<file path="config.mk">
export PLATFORM = sky130hd
export DESIGN_NAME = bfdh_ctrl
export DESIGN_NICKNAME = d
export VERILOG_FILES = /design/src/rtl/bfdh_pkg.sv /design/src/rtl/bfdh_ctrl.sv
export SDC_FILE = /design/constraint.sdc
export NUM_CORES = 1
export LEC_CHECK = 0
export BUFFER_PORTS_ARGS = -buffer_cell sky130_fd_sc_hd__buf_2
export CAP_MARGIN = 20
export CORE_AREA = 3 3 40 42
export DETAILED_ROUTE_END_ITERATION = 12
export DIE_AREA = 0 0 43 45
export PLACE_DENSITY_LB_ADDON = 0.3
export SLEW_MARGIN = 20
export SYNTH_ARGS = -nofsm -noshare
export SYNTH_HDL_FRONTEND = slang
export SYNTH_SLANG_ARGS = --single-unit
</file>
<file path="constraint.sdc">
create_clock -name clk -period 1.3 [get_ports clk]
set_input_delay 0.39 -clock clk [delete_from_list [all_inputs] [get_ports clk]]
set_output_delay 0.39 -clock clk [all_outputs]
set_load 0.03 [all_outputs]
</file>
<file path="src/rtl/bfdh_pkg.sv">
// shared types, constants and codes of the double-hash bloom filter
`timescale 1ns / 1ps
`default_nettype none
package bfdh_pkg;

    // store geometry
    localparam int STORE_BITS = 65536;
    localparam int IDX_W      = 16;
    localparam int ROW_W      = 64;
    localparam int BIT_W      = 6;
    localparam int ROW_AW     = IDX_W - BIT_W;

    // register widths and limits
    localparam int SIZE_W     = 17;
    localparam int NH_W       = 5;
    localparam int HASH_W     = 64;
    localparam int DIV_CNT_W  = 6;

    localparam logic [SIZE_W-1:0] SIZE_MIN   = 17'd8;
    localparam logic [SIZE_W-1:0] SIZE_MAX   = 17'd65536;
    localparam logic [NH_W-1:0]   NH_MIN     = 5'd1;
    localparam logic [NH_W-1:0]   NH_MAX     = 5'd16;
    localparam logic [NH_W-1:0]   NH_RESET   = 5'd4;
    localparam logic [HASH_W-1:0] DJB_START  = 64'd5381;

    // request and result kinds
    localparam logic [1:0] REQ_INSERT = 2'd0;
    localparam logic [1:0] REQ_QUERY  = 2'd1;
    localparam logic [1:0] REQ_CLEAR  = 2'd2;

    // configuration register indexes
    localparam logic [1:0] CFG_FILTER_SIZE = 2'd0;
    localparam logic [1:0] CFG_NUM_HASHES  = 2'd1;

    typedef enum logic [2:0] {
        ST_IDLE,
        ST_DIV,
        ST_PINIT,
        ST_PRB_RD,
        ST_PRB_WR,
        ST_CLR,
        ST_OUT
    } state_t;

    typedef struct packed {
        logic accept;
        logic div_start;
        logic div_step;
        logic probe_init;
        logic mem_rd;
        logic probe_wr;
        logic clr_init;
        logic clr_step;
        logic out_load;
    } cmd_t;

    typedef struct packed {
        logic div_last;
        logic probe_last;
        logic clr_last;
        logic out_free;
    } status_t;

endpackage
`default_nettype wire

</file>
<file path="src/rtl/bfdh_ctrl.sv">
// controller state machine of the bloom filter
`timescale 1ns / 1ps
`default_nettype none
module bfdh_ctrl (
    input  wire logic             clk,
    input  wire logic             rst_n,
    input  wire logic             in_valid,
    input  wire logic             in_last,
    input  wire logic [1:0]       in_req,
    output logic                  in_ready,
    input  wire bfdh_pkg::status_t sts,
    output bfdh_pkg::cmd_t        cmd
);

    bfdh_pkg::state_t state_reg, state_next;
    logic emit_reg, emit_next;

    // state registers, reset starts the clearing pass
    always_ff @(posedge clk or negedge rst_n)
    begin
        if (!rst_n)
        begin
            state_reg <= bfdh_pkg::ST_CLR;
            emit_reg  <= 1'b0;
        end
        else
        begin
            state_reg <= state_next;
            emit_reg  <= emit_next;
        end
    end

    // next state
    always_comb
    begin
        state_next = state_reg;
        emit_next  = emit_reg;
        case (state_reg)
            bfdh_pkg::ST_IDLE:
            begin
                if (in_valid && in_last)
                begin
                    if (in_req == bfdh_pkg::REQ_CLEAR)
                    begin
                        state_next = bfdh_pkg::ST_CLR;
                        emit_next  = 1'b1;
                    end
                    else if (in_req == bfdh_pkg::REQ_INSERT || in_req == bfdh_pkg::REQ_QUERY)
                    begin
                        state_next = bfdh_pkg::ST_DIV;
                    end
                end
            end
            bfdh_pkg::ST_DIV:
            begin
                if (sts.div_last)
                begin
                    state_next = bfdh_pkg::ST_PINIT;
                end
            end
            bfdh_pkg::ST_PINIT:  state_next = bfdh_pkg::ST_PRB_RD;
            bfdh_pkg::ST_PRB_RD: state_next = bfdh_pkg::ST_PRB_WR;
            bfdh_pkg::ST_PRB_WR:
            begin
                state_next = sts.probe_last ? bfdh_pkg::ST_OUT : bfdh_pkg::ST_PRB_RD;
            end
            bfdh_pkg::ST_CLR:
            begin
                if (sts.clr_last)
                begin
                    state_next = emit_reg ? bfdh_pkg::ST_OUT : bfdh_pkg::ST_IDLE;
                end
            end
            bfdh_pkg::ST_OUT:
            begin
                if (sts.out_free)
                begin
                    state_next = bfdh_pkg::ST_IDLE;
                end
            end
            default: state_next = bfdh_pkg::ST_IDLE;
        endcase
    end

    // command outputs
    always_comb
    begin
        in_ready = 1'b0;
        cmd      = '0;
        case (state_reg)
            bfdh_pkg::ST_IDLE:
            begin
                in_ready      = 1'b1;
                cmd.accept    = in_valid;
                cmd.div_start = in_valid && in_last &&
                                (in_req == bfdh_pkg::REQ_INSERT || in_req == bfdh_pkg::REQ_QUERY);
                cmd.clr_init  = in_valid && in_last && (in_req == bfdh_pkg::REQ_CLEAR);
            end
            bfdh_pkg::ST_DIV:    cmd.div_step   = 1'b1;
            bfdh_pkg::ST_PINIT:  cmd.probe_init = 1'b1;
            bfdh_pkg::ST_PRB_RD: cmd.mem_rd     = 1'b1;
            bfdh_pkg::ST_PRB_WR: cmd.probe_wr   = 1'b1;
            bfdh_pkg::ST_CLR:    cmd.clr_step   = 1'b1;
            bfdh_pkg::ST_OUT:    cmd.out_load   = sts.out_free;
            default:
            begin
                in_ready = 1'b0;
            end
        endcase
    end

endmodule
`default_nettype wire

</file>
==> qor.txt, run 1 <==
status: complete, but fails checks
failing checks: setup timing
clock root cell: clkbuf_4
Hold WS: 0.414 ns
Final setup viols: 13
FILL cells: 99
CTS clk-pin slew, worst paths: 0.04 ns
via count: 497
largest area contributor in the netlist: dfstp_2
multi-input logic area: 359 sq um
antenna viol nets, final: 0
Crit. Startpoint: state_reg[0]
Pleak: 0.408 nW
clk_lat worst skew: 0.23 ns
Clock power frac: 7.8%
Die Height: 45 um
number of CTS-inserted buffers: 3
top cell type's share of synthesized area: 13.3%
power per cell area: 2330 nW/um^2
Sw Ratio: 42.3%
Die X: 43 um
highest clock rate: 0.586 GHz
Slowest-stage cell, CP: dfstp_2
cell family with most CP delay: flip-flops
total core area: 1280 sq um
initial antenna violation count: 0
CP cell instances: nor3_4 > buf_4 > and2_4 > buf_6
Final TNS setup: -4.21 ns
Die Area: 1940 sq um
CTS tree: done
worst slack, placed: -0.237 ns
VDD IR max: 0.00109 V
Post-Syn Nets: 54
Worst Path Buf+Inv: 2
slew margin rel.: 86.0%
drc violations: 0
CTS Sinks: 4
syn avg cell area: 8.96 sq um
Cell variety after synth: 30
P&R area growth vs syn: 128%
Via density: 4.73
sequential share of the synthesized area: 26.0%
max reg flops: 3
vias in the first global route: 488
cell count after synthesis: 44
FF-to-FF Start: state_reg[0]
Final Worst Setup Slack: -0.407 ns
Initial Util: 30.7%
worst setup path category: reg -> out
yosys warns: 0
Tot GR Track Use: 13.9%
post-layout util: 70.0%
Worst Setup End Kind: output port
Final Max Slew Viols: 0
fin crit period: 1.71 ns
part of the cycle the worst path needs: 131%
buffer depth of the longest clock path: 2
detailed placement HPWL: 843 um
Routed WL per cell: 11.7 um
gpl congestion: 0.781
RSZ-0062 raised after global routing: true
Seq pwr share: 13.7%
H-tree lvl count: 1
Pint: 0.00121 W
Worst Path Required: 0.91 ns
netlist area before placement: 394 sq um
synth top area cells: dfstp_2 (13%), dfrtp_1 (13%), nor3b_2 (6.3%)
Yosys reg bits: 4
final hold violation count: 0
Net Sw Power: 0.000887 W
worst-path maximum fanout: 6
hold_sp: sts[0]
fin nets: 101
pin count of the biggest net entering global routing: 7
DRT Wirelength: 1230 um
Placement Rows: 13
global-route wire length before repair: 2030 um
Setup crit start kind: flop
sequential cell area: 103 sq um
worst-margin pin slew: 0.209 ns
DRT Pass-1 Iters: 3
hold crit path type: in -> reg
Inserted Diodes: 0
max_cap viols: 0
gr ovfl total: 0
share of layout cells above drive strength 1: 78.9%
Iteration-0 DRC Markers: 1
clock skew: 0.00680 ns
port bufs: 19
Comb pwr share: 78.4%
Largest stage delay, worst path: 0.61 ns
CP arrival: 1.32 ns
# IOs: 20
repair_timing:
item                                   CTS  global route
gates resized for setup                 35             6
pin swaps                               10             4
setup endpoints to repair               13            13
endpoints found under the hold margin    2             0
hold buffers                             1             0
setup buffers                            6             1
stage by stage:
step | total power, W | cell area [sq um] | instances
after floorplan | 0.00100 | 435 | 44
after global placement | 0.00137 | 651 | 93
after detailed placement | 0.00138 | 651 | 93
after CTS | 0.00200 | 866 | 104
after global routing | 0.00224 | 900 | 105
final | 0.00209 | 900 | 105
synthesized netlist by cell type (all sizes together):
library cell,number
a21o,1
mux2i,1
nand3,3
nor3,2
a31o,1
o21ai,5
nor4b,1
nor2,3
buf,3
dfstp,2
a221oi,1
and3,1
nand4,1
dfrtp,2
o32ai,1
or2,1
nand2b,1
or3,1
and2,2
inv,1
nor2b,1
nor3b,5
a21oi,1
nand2,3
cell usage in the layout, fill, tap and decap left out, types with 2 or more instances in the layout:
cell / n
nor3b_4: 2
nor3_4: 2
buf_2: 9
nor3b_2: 3
o21ai_2: 4
buf_6: 15
nand3_1: 2
nor2_4: 2
clkbuf_4: 3
dfstp_2: 2
nand2_1: 3
dfrtp_1: 2
buf_4: 19
worst reg2reg max path: cells and delay by family, from the launching register on:
kind	cells	cell delay, ns
and+or+nand+nor	2	0.32
buffers and inverters	3	0.33
DFF	1	0.61
AOI/OAI and AO/OA	2	0.19
path summary, 6_finish.rpt:
path / end / slack, ns / cells past startpoint
max: cmd[8] / -0.41 / 4
min: state_reg[1] / 0.41 / 2
max reg2reg: state_reg[1] / -0.26 / 7
min reg2reg: emit_reg / 0.50 / 1
max in group asynchronous: state_reg[2] / 0.60 / 2
min in group asynchronous: state_reg[1] / 0.49 / 2
power groups by stage:
stage | Combinational [W] | Clock (W) | Sequential, W
after floorplan | 0.000743 | 0 | 0.000258
after global placement | 0.00109 | 0 | 0.000282
after detailed placement | 0.00109 | 0 | 0.000282
after CTS | 0.00154 | 0.000172 | 0.000288
after global routing | 0.00176 | 0.000178 | 0.000302
final | 0.00164 | 0.000164 | 0.000288
kinds of logic after synthesis:
logic type	share of synthesized area [%]
flip-flops	26.0
multiplexers	2.54
AO/OA/AOI/OAI	17.8
AND/OR/NAND/NOR	45.1
buffers and inverters	8.57
metal layers:
metal | up-vias | routed length (um) | global-route usage [%] | part of all wire [%]
li1 | 253 | - | - | -
met1 | 227 | 501 | 15.8 | 41
met2 | 15 | 648 | 26.3 | 53
met3 | 2 | 66 | 1.59 | 5.4
met4 | 0 | 17 | 5.42 | 1.4
met5 | - | 0 | 0 | 0
layout make-up:
| cell class | instances | share of cell area (%) |
|---|---|---|
| clock buffers | 4 | 2.92 |
| multi-input cells | 36 | 39.9 |
| repair buffers | 45 | 43.0 |
| well taps | 15 | 2.09 |
| flip-flops and latches | 4 | 11.4 |
| inverters | 1 | 0.695 |
No activity file was read; power rests on OpenSTA's default activity.
==> inputs of run 2 (changes only) <==
SKIP_CTS_REPAIR_TIMING = 1   (was not set)
==> qor.txt, run 2 (synthesized netlist as in run 1, its figures left out) <==
commonest non-fill, non-tap cell in the layout: buf_4
worst setup path category: reg -> out
CTS Sinks: 4 (unchanged)
antenna viol nets, final: 0 (unchanged)
vias in the first global route: 442 (-9.4%)
power per cell area: 2290 nW/um^2 (-1.8%)
port bufs: 19 (unchanged)
Final Worst Setup Slack: -0.436 ns (-0.0288 ns)
Clock power frac: 8.7% (+0.9 points)
hold crit path type: in -> reg
part of the cycle the worst path needs: 134% (+2.2 points)
DRT Wirelength: 1140 um (-7.6%)
failing checks: setup timing
Die Area: 1940 sq um (unchanged)
CTS clk-pin slew, worst paths: 0.04 ns (about the same)
max_cap viols: 0 (unchanged)
Net Sw Power: 0.000811 W (-8.5%)
status: complete, but fails checks
fin crit period: 1.74 ns (+0.0288 ns)
number of CTS-inserted buffers: 3 (unchanged)
end of the critical path: cmd[8]
buffer depth of the longest clock path: 2 (unchanged)
Placement Rows: 13 (unchanged)
Final Max Slew Viols: 0 (unchanged)
Comb pwr share: 76.1% (-2.3 points)
pin count of the biggest net entering global routing: 10 (+3)
Crit. Startpoint: state_reg[0]
Via density: 4.74 (+0.20%)
share of layout cells above drive strength 1: 74.4% (-4.4 points)
Cells after DPL: 93 (unchanged)
Initial Util: 30.7% (unchanged)
P&R area growth vs syn: 109%
multi-input logic area: 319 sq um (-11%)
Tot GR Track Use: 11.1% (-2.8 points)
worst-margin pin slew: 0.260 ns (+0.0507 ns)
max reg flops: 3 (unchanged)
dpl cell area: 651 sq um (unchanged)
Worst Setup End Kind: output port
final hold violation count: 0 (unchanged)
Setup crit start kind: flop
Inserted Diodes: 0 (unchanged)
RSZ-0062 raised after global routing: true
H-tree lvl count: 1 (unchanged)
Worst Path Required: 0.91 ns (about the same)
clock root cell: clkbuf_4
gpl congestion: 0.781 (unchanged)
FF-to-FF Start: state_reg[0]
Die Height: 45 um (unchanged)
Pleak: 0.388 nW (-5.0%)
sequential cell area: 103 sq um (unchanged)
global-route wire length before repair: 1660 um (-18%)
VDD IR max: 0.00104 V (-4.8%)
clk_lat worst skew: 0.23 ns (about the same)
most frequent cells in the layout: buf_4 (21), buf_2 (11), buf_6 (11)
FILL cells: 107 (+8.1%)
via count: 498 (+0.20%)
CTS tree: done
Final TNS setup: -4.10 ns (+0.107 ns)
total core area: 1280 sq um (unchanged)
# IOs: 20 (unchanged)
detailed placement HPWL: 843 um (unchanged)
Pint: 0.00107 W (-11%)
Die X: 43 um (unchanged)
R2R Setup Slk: -0.16 ns (+0.10 ns)
Seq pwr share: 15.2% (+1.5 points)
worst slack, placed: -0.237 ns (unchanged)
Final setup viols: 13 (unchanged)
CP arrival: 1.35 ns (+0.03 ns)
total power: 0.00188 W (-10%)
gr ovfl total: 0 (unchanged)
slew margin rel.: 82.6% (-3.4 points)
Reg2Reg Capture Point: state_reg[1]
initial antenna violation count: 0 (unchanged)
drc violations: 0 (unchanged)
highest clock rate: 0.576 GHz (-1.7%)
non-filler instance count after layout: 105 (unchanged)
DRT Pass-1 Iters: 4 (+1)
R2R depth: 4 (-3)
design area: 825 sq um (-8.3%)
clock skew: 0.00746 ns (+0.000658 ns)
worst-path maximum fanout: 6 (unchanged)
Routed WL per cell: 10.8 um (-7.6%)
Sw Ratio: 43.1% (+0.71 points)
fin nets: 101 (unchanged)
Iteration-0 DRC Markers: 8 (+7)
## run 2: cell count changes in the layout (fill, tap and decap cells not counted), moves of 2 or more
| cell | change |
|---|---|
| buf_6 | -4 |
| buf_4 | +2 |
| o21ai_1 | +2 |
| o21ai_2 | -2 |
| buf_2 | +2 |
## run 2: worst min path at each step
stage,start,to,cells after the start
floorplan,rst_n,emit_reg,0
global placement,rst_n,emit_reg,1
detailed placement,rst_n,state_reg[1],1
CTS,rst_n,state_reg[1],1
global route,sts[0],state_reg[1],2
finish,sts[0],state_reg[1],2
## run 2: final cells by class
| type | instances | area share, % |
|---|---|---|
| flip-flops and latches | 4 | 12.4 |
| multi-input cells | 36 | 38.7 |
| repair buffers | 45 | 42.9 |
| clock buffers | 4 | 3.19 |
| inverters | 1 | 0.455 |
| well taps | 15 | 2.28 |
## run 2: routing by layer
metal  vias to the layer above  wire (um)  track usage (%)
met1                       229        467             13.4
met3                         0         57             1.59
met2                        13        614             19.5
li1                        256          -                -
met5                         -          0                0
met4                         0          0             5.42
## run 2: power groups by stage
stage / sequential (W) / combinational (W) / clock (W)
CTS: 0.000281 / 0.00110 / 0.000172
detailed placement: 0.000282 / 0.00109 / 0
finish: 0.000287 / 0.00143 / 0.000163
global placement: 0.000282 / 0.00109 / 0
floorplan: 0.000258 / 0.000743 / 0
global route: 0.000301 / 0.00154 / 0.000178
## run 2: stage by stage
| step | util [%] | hold WS, ns |
|---|---|---|
| after floorplan | - | 0.0944 |
| after global placement | 50.6 | 0.196 |
| after detailed placement | 50.6 | 0.196 |
| after CTS | 52.7 | -0.0553 |
| after global routing | 64.2 | 0.411 |
| final | 64.2 | 0.411 |
## run 2: worst max-delay path: stages (launching register included)
cell	delay, ns
dfstp_2	0.60
nor3_4	0.07
buf_4	0.14
and2_2	0.18
buf_6	0.13
